<file path="src/sv/sbphr_pkg.sv">
// Shared types, constants and the bar gradient table for the spectrum bar renderer.
// No dependencies; imported by every module of the block.
package sbphr_pkg;

	localparam int NUM_BANDS    = 128;
	localparam int PANEL_HEIGHT = 32;

	localparam int BAND_W   = 7;
	localparam int LEVEL_W  = 10;
	localparam int ROW_W    = 6;
	localparam int COLOR_W  = 16;
	localparam int STEP_W   = 8;
	localparam int SCALE_SH = 8;

	localparam int BAND_AW = $clog2(NUM_BANDS);
	localparam int Y_AW    = $clog2(PANEL_HEIGHT);
	localparam int PROD_W  = LEVEL_W + ROW_W;
	localparam int BARR_W  = PROD_W - SCALE_SH;

	localparam logic [COLOR_W-1:0] DOT_COLOR      = 16'hFFFF;
	localparam logic [STEP_W-1:0]  DECAY_STEP_RST = 8'd13;

	typedef enum logic [1:0] {
		ST_IDLE,
		ST_UPD,
		ST_BAR,
		ST_END
	} state_t;

	typedef struct packed {
		logic accept;
		logic upd;
		logic emit_bar;
		logic emit_end;
	} dp_cmd_t;

	typedef struct packed {
		logic bar_nz;
		logic band_ok;
		logic dot_ok;
		logic y_last;
		logic slot_free;
	} dp_stat_t;

	typedef logic [COLOR_W-1:0] color_tbl_t [PANEL_HEIGHT];

	// cyan -> yellow -> red gradient, RGB565, indexed by bar row (0 = bottom)
	function automatic color_tbl_t build_color_tbl();
		color_tbl_t t;
		int y;
		int r;
		int g;
		int b;
		for (y = 0; y < PANEL_HEIGHT; y++) begin
			if (5 * y < 2 * PANEL_HEIGHT) begin
				r = 0;
				g = (500 * y) / PANEL_HEIGHT;
				b = 255;
			end else if (4 * y < 3 * PANEL_HEIGHT) begin
				r = (255 * (20 * y - 8 * PANEL_HEIGHT)) / (7 * PANEL_HEIGHT);
				g = 255;
				b = 0;
			end else begin
				r = 255;
				g = (200 * (PANEL_HEIGHT - y)) / PANEL_HEIGHT;
				b = (200 * (4 * y - 3 * PANEL_HEIGHT)) / PANEL_HEIGHT;
			end
			t[y] = COLOR_W'((((r & 'hF8) << 8) | ((g & 'hFC) << 3) | ((b & 'hFF) >> 3))
				& 'hFFFF);
		end
		return t;
	endfunction

	localparam color_tbl_t BAR_COLOR_TBL = build_color_tbl();

endpackage

</file>
<file path="src/sv/spectrum_bar_peak_hold_renderer_core.sv">
// Spectrum bar renderer with per-band peak hold: top level.
// Depends on sbphr_pkg, sbphr_ctrl and sbphr_dp.
// Sequence: a request is accepted in IDLE, its peak is updated in UPD, and its
//   results then go into the output register. A new request is taken only after all
//   results of the previous one (bar rows plus peak dot, or 1 unlit result) are in,
//   as the single output register walks the rows; sink stalls hold that walk.
// Reset: arst_n clears state, output valid, the peak store valid bits (peaks read as 0)
//   and sets decay_step to 13.
module spectrum_bar_peak_hold_renderer_core import sbphr_pkg::*; (
	input  logic                clk,
	input  logic                arst_n,
	// request channel
	input  logic                in_valid,
	output logic                in_stall,
	input  logic [BAND_W-1:0]   band_index,
	input  logic [LEVEL_W-1:0]  level,
	input  logic                decay_now,
	// decay_step register write
	input  logic                cfg_valid,
	output logic                cfg_ready,
	input  logic [STEP_W-1:0]   cfg_data,
	// pixel channel
	output logic                out_valid,
	input  logic                out_stall,
	output logic [BAND_W-1:0]   band_out,
	output logic [ROW_W-1:0]    screen_row,
	output logic [COLOR_W-1:0]  pixel_color,
	output logic                is_peak,
	output logic                lit,
	output logic                last
);

	// Flow per request:
	//   IDLE  take request, compute clipped bar height, read the band's held peak
	//   UPD   rise-to-level or decay the peak, write it back
	//   BAR   one pixel per unstalled cycle, bottom row first, constant gradient table
	//   END   white peak dot if the peak sits on the panel, otherwise the unlit result
	// Output register keeps the last pixel while the sink stalls.

	dp_cmd_t  cmd;
	dp_stat_t stat;

	sbphr_ctrl u_ctrl (
		.clk      (clk),
		.arst_n   (arst_n),
		.in_valid (in_valid),
		.in_stall (in_stall),
		.stat     (stat),
		.cmd      (cmd)
	);

	sbphr_dp u_dp (
		.clk         (clk),
		.arst_n      (arst_n),
		.cmd         (cmd),
		.stat        (stat),
		.band_index  (band_index),
		.level       (level),
		.decay_now   (decay_now),
		.cfg_valid   (cfg_valid),
		.cfg_ready   (cfg_ready),
		.cfg_data    (cfg_data),
		.out_valid   (out_valid),
		.out_stall   (out_stall),
		.band_out    (band_out),
		.screen_row  (screen_row),
		.pixel_color (pixel_color),
		.is_peak     (is_peak),
		.lit         (lit),
		.last        (last)
	);

endmodule

</file>
<file path="src/sv/sbphr_ctrl.sv">
// Sequencer for the spectrum bar renderer: accept, peak update, bar rows, final result.
// Depends on sbphr_pkg (state_t, dp_cmd_t, dp_stat_t).
module sbphr_ctrl import sbphr_pkg::*; (
	input  logic     clk,
	input  logic     arst_n,
	input  logic     in_valid,
	output logic     in_stall,
	input  dp_stat_t stat,
	output dp_cmd_t  cmd
);

	state_t state_q;
	state_t state_d;

	always_ff @(posedge clk or negedge arst_n) begin
		if (!arst_n) begin
			state_q <= ST_IDLE;
		end else begin
			state_q <= state_d;
		end
	end

	always_comb begin
		state_d  = state_q;
		cmd      = '0;
		in_stall = 1'b1;
		case (state_q)
			ST_IDLE: begin
				in_stall = 1'b0;
				if (in_valid) begin
					cmd.accept = 1'b1;
					state_d    = ST_UPD;
				end
			end
			ST_UPD: begin
				cmd.upd = 1'b1;
				state_d = (stat.band_ok && stat.bar_nz) ? ST_BAR : ST_END;
			end
			ST_BAR: begin
				if (stat.slot_free) begin
					cmd.emit_bar = 1'b1;
					if (stat.y_last) begin
						state_d = stat.dot_ok ? ST_END : ST_IDLE;
					end
				end
			end
			ST_END: begin
				if (stat.slot_free) begin
					cmd.emit_end = 1'b1;
					state_d      = ST_IDLE;
				end
			end
			default: begin
				state_d = ST_IDLE;
			end
		endcase
	end

endmodule

</file>
<file path="src/sv/sbphr_dp.sv">
// Datapath of the spectrum bar renderer: peak store, bar height, row counter, output register.
// Depends on sbphr_pkg (constants, gradient table, command and status structs).
module sbphr_dp import sbphr_pkg::*; (
	input  logic                clk,
	input  logic                arst_n,
	input  dp_cmd_t             cmd,
	output dp_stat_t            stat,
	input  logic [BAND_W-1:0]   band_index,
	input  logic [LEVEL_W-1:0]  level,
	input  logic                decay_now,
	input  logic                cfg_valid,
	output logic                cfg_ready,
	input  logic [STEP_W-1:0]   cfg_data,
	output logic                out_valid,
	input  logic                out_stall,
	output logic [BAND_W-1:0]   band_out,
	output logic [ROW_W-1:0]    screen_row,
	output logic [COLOR_W-1:0]  pixel_color,
	output logic                is_peak,
	output logic                lit,
	output logic                last
);

	logic [STEP_W-1:0]  decay_step_q;
	logic [BAND_W-1:0]  band_q;
	logic [LEVEL_W-1:0] level_q;
	logic               decay_q;
	logic               band_ok_q;
	logic [ROW_W-1:0]   bar_q;
	logic [Y_AW-1:0]    y_q;
	logic [LEVEL_W-1:0] pk_q;

	logic [LEVEL_W-1:0] peak_mem [NUM_BANDS];
	logic [LEVEL_W-1:0] rd_q;
	logic [NUM_BANDS-1:0] vld_q;
	logic               vld_rd_q;

	logic               out_valid_q;
	logic [BAND_W-1:0]  band_out_q;
	logic [ROW_W-1:0]   row_q;
	logic [COLOR_W-1:0] color_q;
	logic               is_peak_q;
	logic               lit_q;
	logic               last_q;

	logic [PROD_W-1:0]  lvl_prod;
	logic [BARR_W-1:0]  bar_raw;
	logic [ROW_W-1:0]   bar_clip;
	logic               band_ok;
	logic [LEVEL_W-1:0] pk_cur;
	logic [LEVEL_W-1:0] pk_new;
	logic [PROD_W-1:0]  pk_prod;
	logic [BARR_W-1:0]  dot_raw;
	logic               dot_ok;
	logic [ROW_W-1:0]   dot_row;
	logic               y_last;
	logic               slot_free;

	assign cfg_ready = 1'b1;

	always_ff @(posedge clk or negedge arst_n) begin
		if (!arst_n) begin
			decay_step_q <= DECAY_STEP_RST;
		end else if (cfg_valid && cfg_ready) begin
			decay_step_q <= cfg_data;
		end
	end

	// bar height, clipped to the panel
	assign lvl_prod = PROD_W'(level) * PROD_W'(PANEL_HEIGHT);
	assign bar_raw  = lvl_prod[PROD_W-1:SCALE_SH];
	assign bar_clip = (bar_raw > BARR_W'(PANEL_HEIGHT)) ? ROW_W'(PANEL_HEIGHT)
		: bar_raw[ROW_W-1:0];
	assign band_ok  = (BAND_W+1)'(band_index) < (BAND_W+1)'(NUM_BANDS);

	always_ff @(posedge clk) begin
		if (cmd.accept) begin
			band_q    <= band_index;
			level_q   <= level;
			decay_q   <= decay_now;
			band_ok_q <= band_ok;
			bar_q     <= bar_clip;
		end
	end

	// peak store: one read port at accept, one write port at update
	always_ff @(posedge clk) begin
		if (cmd.accept) begin
			rd_q <= peak_mem[band_index[BAND_AW-1:0]];
		end
		if (cmd.upd && band_ok_q) begin
			peak_mem[band_q[BAND_AW-1:0]] <= pk_new;
		end
	end

	always_ff @(posedge clk or negedge arst_n) begin
		if (!arst_n) begin
			vld_q    <= '0;
			vld_rd_q <= 1'b0;
		end else begin
			if (cmd.accept) begin
				vld_rd_q <= vld_q[band_index[BAND_AW-1:0]];
			end
			if (cmd.upd && band_ok_q) begin
				vld_q[band_q[BAND_AW-1:0]] <= 1'b1;
			end
		end
	end

	assign pk_cur = vld_rd_q ? rd_q : '0;

	always_comb begin
		if (level_q > pk_cur) begin
			pk_new = level_q;
		end else if (decay_q) begin
			pk_new = (pk_cur > LEVEL_W'(decay_step_q)) ? pk_cur - LEVEL_W'(decay_step_q) : '0;
		end else begin
			pk_new = pk_cur;
		end
	end

	always_ff @(posedge clk) begin
		if (cmd.upd) begin
			pk_q <= pk_new;
		end
	end

	// peak dot position from the updated peak
	assign pk_prod = PROD_W'(pk_q) * PROD_W'(PANEL_HEIGHT);
	assign dot_raw = pk_prod[PROD_W-1:SCALE_SH];
	assign dot_ok  = band_ok_q && (dot_raw < BARR_W'(PANEL_HEIGHT));
	assign dot_row = ROW_W'(PANEL_HEIGHT - 1) - dot_raw[ROW_W-1:0];

	// bar row counter, 0 = bottom
	always_ff @(posedge clk) begin
		if (cmd.upd) begin
			y_q <= '0;
		end else if (cmd.emit_bar) begin
			y_q <= y_q + Y_AW'(1);
		end
	end

	assign y_last    = (ROW_W'(y_q) + ROW_W'(1)) == bar_q;
	assign slot_free = !out_valid_q || !out_stall;

	assign stat.bar_nz    = (bar_q != '0);
	assign stat.band_ok   = band_ok_q;
	assign stat.dot_ok    = dot_ok;
	assign stat.y_last    = y_last;
	assign stat.slot_free = slot_free;

	// output register
	always_ff @(posedge clk or negedge arst_n) begin
		if (!arst_n) begin
			out_valid_q <= 1'b0;
		end else if (cmd.emit_bar || cmd.emit_end) begin
			out_valid_q <= 1'b1;
		end else if (!out_stall) begin
			out_valid_q <= 1'b0;
		end
	end

	always_ff @(posedge clk) begin
		if (cmd.emit_bar) begin
			band_out_q <= band_q;
			row_q      <= ROW_W'(PANEL_HEIGHT - 1) - ROW_W'(y_q);
			color_q    <= BAR_COLOR_TBL[y_q];
			is_peak_q  <= 1'b0;
			lit_q      <= 1'b1;
			last_q     <= y_last && !dot_ok;
		end else if (cmd.emit_end) begin
			band_out_q <= band_q;
			last_q     <= 1'b1;
			if (dot_ok) begin
				row_q     <= dot_row;
				color_q   <= DOT_COLOR;
				is_peak_q <= 1'b1;
				lit_q     <= 1'b1;
			end else begin
				row_q     <= '0;
				color_q   <= '0;
				is_peak_q <= 1'b0;
				lit_q     <= 1'b0;
			end
		end
	end

	assign out_valid   = out_valid_q;
	assign band_out    = band_out_q;
	assign screen_row  = row_q;
	assign pixel_color = color_q;
	assign is_peak     = is_peak_q;
	assign lit         = lit_q;
	assign last        = last_q;

`ifndef ASSERT_OFF
	a_peak_is_last: assert property (@(posedge clk) disable iff (!arst_n)
		out_valid_q && is_peak_q |-> last_q)
		else $error("peak dot not flagged last");
	a_unlit_blank: assert property (@(posedge clk) disable iff (!arst_n)
		out_valid_q && !lit_q |-> last_q && !is_peak_q && (color_q == '0) && (row_q == '0))
		else $error("unlit result not blank");
	a_upd_after_accept: assert property (@(posedge clk) disable iff (!arst_n)
		cmd.upd |-> $past(cmd.accept))
		else $error("peak update without accepted request");
	a_bar_needs_height: assert property (@(posedge clk) disable iff (!arst_n)
		cmd.emit_bar |-> (bar_q != '0) && band_ok_q)
		else $error("bar row emitted for empty bar");
`endif

endmodule

</file>
<file path="config.mk">
export PLATFORM = sky130hd
export DESIGN_NAME = spectrum_bar_peak_hold_renderer_core
export DESIGN_NICKNAME = d
export VERILOG_FILES = /design/src/sv/sbphr_pkg.sv /design/src/sv/spectrum_bar_peak_hold_renderer_core.sv /design/src/sv/sbphr_ctrl.sv /design/src/sv/sbphr_dp.sv
export SDC_FILE = /design/constraint.sdc
export NUM_CORES = 1
export LEC_CHECK = 0
export ABC_AREA = 0
export BUFFER_PORTS_ARGS = -buffer_cell sky130_fd_sc_hd__clkbuf_2
export CAP_MARGIN = 10
export CORE_MARGIN = 2
export CORE_UTILIZATION = 63
export CTS_CLUSTER_DIAMETER = 150
export DETAILED_ROUTE_END_ITERATION = 10
export PLACE_DENSITY = 0.76
export SLEW_MARGIN = 10
export SYNTH_ARGS = -nofsm -noshare
export SYNTH_HDL_FRONTEND = slang
export SYNTH_SLANG_ARGS = --single-unit
</file>
<file path="constraint.sdc">
create_clock -name clk -period 10.9 [get_ports clk]
set_input_delay 1.635 -clock clk [delete_from_list [all_inputs] [get_ports clk]]
set_output_delay 1.635 -clock clk [all_outputs]
set_load 0.05 [all_outputs]
</file>
==> Word level (Yosys, flattened, before mapping) <==
Memories as Yosys holds them, arrays and structs flattened. A register that Yosys moved wholly into a read port is not among the register bits.
Cells that the tools add are included.
{ "totals": {"mem_bits_rw": 1280, "mem_bits_ro": 512, "ff_bits": 211, "n_memories": 2, "in_bits": 31} }
{ "op_classes": {"n_reduce_logical": 11, "bitwise": 2, "mux": 39, "addsub": 5, "n_lt_le_gt_ge": 8, "n_eq_ne": 9} }
{ "mem_list": {"columns": ["memory", "depth", "width", "rd", "rd_clocked_by_memory_dff", "wr", "line", "text"], "rows": [
  ["u_dp.peak_mem", 128, 10, 1, 1, 1, "sbphr_dp.sv:33", "logic [LEVEL_W-1:0] peak_mem [NUM_BANDS];"],
  ["(name not given)", 32, 16, 1, 0, 0, "sbphr_dp.sv:167", "color_q <= BAR_COLOR_TBL[y_q];"]
]} }
{ "ops": {"columns": ["operator", "count"], "rows": [
  ["$or 128x128->128", 1],
  ["$mux 16", 5],
  ["$mux 10", 4],
  ["$mux 6", 3],
  ["$mux 1", 17],
  ["$lt 7x8->1 const B", 2],
  ["$mux 7", 2],
  ["$gt 10x10->1", 1],
  ["$gt 10x8->1", 1],
  ["$mux 2", 5],
  ["$sub 10x8->10", 1],
  ["$ne 2x1->1 const B", 4],
  ["$pmux 2 s4", 1],
  ["$bmux 1 s7", 1],
  ["$demux 1 s7", 1],
  ["$ge 7x1->1 const B", 1],
  ["$gt 7x6->1 const B", 1],
  ["$lt 7x6->1 const B", 1],
  ["$add 5x1->6 const B", 1],
  ["$eq 6x6->1", 1],
  ["$ge 6x6->1 const B", 1],
  ["$not 5->6", 1],
  ["$reduce_bool 6->1", 1],
  ["$sub 5x5->6 const A", 1],
  ["other kinds (11)", 16]
]} }

==> Depth between registers and ports, before layout <==
{ "depth": {"depth_word": 6, "mapped_depth": 11, "depth_no_buf": 10} }

==> Hierarchy <==
Synthesis repeated with hierarchy kept, for this count alone.
{ "hier_totals": {"hier_cells": 2820, "area_unflattened_um2": 58895.2} }
{ "by_module_without_submodules": {"columns": ["module", "seq_area_each_um2", "n_inst", "area_each_um2", "cells_each"], "rows": [
  ["sbphr_dp", 44166.1, 1, 58743.8, 2803],
  ["sbphr_ctrl", 50.0, 1, 151.4, 17]
]} }

==> Worst setup path before layout <==
OpenSTA, ideal clock, no wires.
{ "synth_path": {"kind": "register -> register", "startpoint": "register u_dp.vld_rd_q", "endpoint": "memory u_dp.peak_mem[0][1] (data pin)", "slack_ns": 2.540, "setup_time_ns": 1.197, "path_buffers": 1, "t_arrival_ns": 7.163, "path_stages_with_launch": 12, "path_cell_list": "dfrtp_1 > clkbuf_1 > nand2_1 > ha_1 > fa_1 > nor2b_1 > o21ai_0 > a21oi_1 > o21ai_0 > a31oi_1 > a22oi_1 > o21ai_0"} }
{ "synth_between": {"elab_chain_len": 5, "elab_cells_between_ends": 7} }
{ "synth_lines": {"columns": ["item", "line", "text"], "rows": [
  ["start: declaration", "sbphr_dp.sv:36", "logic vld_rd_q;"],
  ["start signal: assignment", "sbphr_dp.sv:102", "vld_rd_q <= vld_q[band_index[BAND_AW-1:0]];"],
  ["$mux 10 *", "sbphr_dp.sv:110", "assign pk_cur = vld_rd_q ? rd_q : '0;"],
  ["$sub 10x8->10 or $gt 10x8->1 (tied branches)", "sbphr_dp.sv:116", "pk_new = (pk_cur > LEVEL_W'(decay_step_q)) ? pk_cur - LEVEL_W'(decay_step_q) : '0;"],
  ["$mux 10", "sbphr_dp.sv:116", null],
  ["$mux 10", "sbphr_dp.sv:115", "end else if (decay_q) begin"],
  ["$mux 10 *", "sbphr_dp.sv:113", "if (level_q > pk_cur) begin"],
  ["via u_dp.pk_new[1]", "sbphr_dp.sv:51", "logic [LEVEL_W-1:0] pk_new;"],
  ["end: declaration", "sbphr_dp.sv:33", null]
]} }
Mark *: on every way through the listed nets, which the timed path passes. The rest lies on a longest branch.

==> Final worst setup path <==
{ "layout_path": {"startpoint": "register u_dp.vld_rd_q", "endpoint": "memory u_dp.peak_mem[49][0] (data pin)"} }
Same word-level chain as after synthesis.

==> metrics <==
pre-CTS setup slack 5.24 ns; Starting Density 0.632; nets@finish 3013; DR vias 28893; Netlist cell types 55; Post-synth top cells 1351 x edfxtp_1, 425 x mux4_2, 155 x nor2_1; hold path startpoint u_dp.vld_q[50]$_DFFE_PN0P_; GR peak layer met2; die height 309 um; TritonCTS clock tree built; Die ar. 95700 sq um; number of enable flip-flop cells after synthesis 1351; grt ovf 0; Die W 309 um; period utilization 0.483; Placed Area 60800 sq um; DRT antenna net count 0; setup TNS 0 ns; Critical R2R Launch u_dp.vld_rd_q$_DFFE_PN0P_; Leak 22.2 nW; total power draw 0.0150 W; max_cap viols 0; # DRC 0; met3 Usage GRT 0.0655; gp weighted congestion 0.879; Worst VDD drop 0.249 mV; # setup viols final 0; Synth Instances 2784; insertion delay to the later sink of the worst-skew pair 0.75 ns; Worst Skew 0.0259 ns; Via density 6.67; Clock Tree Buf Depth 3; Hold Vio Cnt, Final 0; CP max FO 92; Worst Path Arrival 5.67 ns; CTS Sinks 1498; met1 usage 0.398; Period minus WS final 5.26 ns; Hold Buf Count CTS 0; Ys Warns 0; Core ar. 92900 sq um; dominant synthesized flop cell edfxtp_1; I/O Buffers 64; num rows 112; Worst Tran Pin Value 1.23 ns; syn avg cell area 21.1 sq um; clock-pin slew on the worst setup and hold paths 0.06 ns; Final Max Slew Viols 0; Ports 66; # fillers 5320; post-synthesis sequential area ratio 0.753; final core occ 0.707; post_cts resized 0; share of Yosys cell area claimed by the top area cell type 0.691; postcts setup bufs 0; CP Capture Type register; Crit. Startpoint u_dp.vld_rd_q$_DFFE_PN0P_; All-Layer GR Usage 0.290; min setup slack post-route 5.64 ns; Area Growth Syn to Fin 11.8%; status completed; CP Launch Type register; Avg WL per Cell 31.0 um; met2 Use GR 0.465; syn_nets 2842; Async SR Flop Fraction 0.0935; RSZ-0062 raised after global routing no; DRT iter0 DRCs 3893; wirelength, routed 134 mm; relative slew slack 0.178; ratio of total power to cell area 229 nW/um^2; proportion of layout cells with a drive suffix above 1 0.311; Min-Delay Path Class reg2reg; Seq cells post-synth 1498; largest net degree at the start of global routing 148; first-pass GRT wire length 197 mm; initial antenna violation count 1; Synth area leaders edfxtp_1 69%, mux4_2 16%, dfrtp_1 5.8%; most common cell in the synthesized netlist edfxtp_1; htree depth 4; DRT Pass-1 Iters 6; CTS root buf clkbuf_16; Post-Syn Area 58700 sq um; post-route cell area 65700 sq um; hpwl dp 76.8 mm; number of global-route vias before repair 29377; Yosys top cell by area edfxtp_1; CTS buffer count 147; CP required 11.30 ns; Crit Path Class reg2reg; fmax 190 MHz
-- through the flow --
step / hold WS, ns / instances
2_1_floorplan: 0.424 / 2784
3_5_place_dp: 0.447 / 4058
3_3_place_gp: 0.442 / 4055
5_1_grt: 0.473 / 4332
6_report: 0.463 / 4333
4_1_cts: 0.463 / 4330
-- area by class of cell --
class                           count  area [sq um]  area share
Tap cell                         1254          1570      0.0239
Inverter                           36           135     0.00206
Clock inverter                     73           781      0.0119
Clock buffer                      199          4050      0.0616
Antenna cell                        1          2.50   0.0000381
Sequential cell                  1498         44200       0.673
Multi-Input combinational cell   1108         13800       0.210
Timing Repair Buffer              164          1140      0.0174
-- critical path: stages, from the launching register on --
cell and delay [ns]:
dfrtp_1 0.73, nand2_1 0.27, ha_1 0.36, nand4_1 0.14, nor3_1 0.38, a2111oi_0 0.19, a31oi_2 0.91, a221oi_1 0.19
a21oi_4 0.76, buf_4 0.86
-- cell usage in the layout (no fill, tap or decap), types with 18 or more instances in the layout --
| cell | netlist | final |
|---|---|---|
| a21oi_1 | 24 | 22 |
| edfxtp_1 | 1351 | 1351 |
| ha_1 | 26 | 26 |
| clkbuf_16 | 0 | 152 |
| nand3_1 | 18 | 18 |
| buf_4 | 19 | 98 |
| mux2i_1 | 31 | 31 |
| clkbuf_1 | 70 | 40 |
| or2_2 | 125 | 125 |
| clkbuf_2 | 0 | 59 |
| a22oi_1 | 42 | 42 |
| dfrtp_1 | 137 | 137 |
| o21ai_0 | 43 | 42 |
| nor2_1 | 155 | 149 |
| nand2_1 | 61 | 61 |
| nand4_1 | 18 | 18 |
| clkinv_2 | 0 | 21 |
| inv_1 | 33 | 33 |
| mux4_2 | 425 | 425 |
| clkinv_1 | 1 | 18 |
-- metal layers --
layer,wire [um],share of wire
met1,49600,0.37
met2,66600,0.50
met3,13400,0.10
met4,4690,0.035
met5,18,0.00013
-- where the power goes --
group          leakage [nW]  internal [W]  switching [W]
clock                  2.34       0.00293        0.00212
combinational          5.63      0.000555        0.00176
sequential             14.2       0.00752       0.000151
total                  22.2        0.0110        0.00403
-- worst paths after layout --
| kind | to | slack, ns | depth (start not counted) |
|---|---|---|---|
| worst max-delay path | u_dp.peak_mem[49][0]$_DFFE_PP_ | 5.64 | 9 |
| worst min-delay path | u_dp.vld_q[50]$_DFFE_PN0P_ | 0.46 | 1 |
| worst max register to register | u_dp.peak_mem[49][0]$_DFFE_PP_ | 5.64 | 9 |
| worst min register to register | u_dp.vld_q[50]$_DFFE_PN0P_ | 0.46 | 1 |
| max in group asynchronous | u_dp.vld_q[35]$_DFFE_PN0P_ | 8.61 | 2 |
| min in group asynchronous | u_ctrl.state_q[0]$_DFFE_PN0P_ | 0.94 | 1 |
-- kinds of logic after synthesis --
logic type / share of synthesized area
adders and majority gates: 0.00588
other: 0.000128
xor gates and xnor gates: 0.00224
buffers and inverters: 0.0144
muxes: 0.169
and+or+nand+nor: 0.0371
AOI/OAI and AO/OA: 0.0186
DFF: 0.753
-- flip-flops by register name (all words and copies together), names as in the netlist --
signal	flops
u_dp.y_q	5
u_dp.decay_q	1
u_dp.band_q	7
u_dp.screen_row	6
u_dp.bar_q	6
u_dp.pk_q	7
u_dp.vld_rd_q	1
u_dp.rd_q	10
u_dp.decay_step_q	8
u_dp.level_q	10
u_dp.is_peak	1
u_dp.peak_mem	1280
u_dp.out_valid	1
u_dp.lit	1
u_ctrl.state_q	2
u_dp.band_out	7
u_dp.vld_q	128
u_dp.pixel_color	16
u_dp.last	1
No activity file was read; power rests on OpenSTA's default activity.
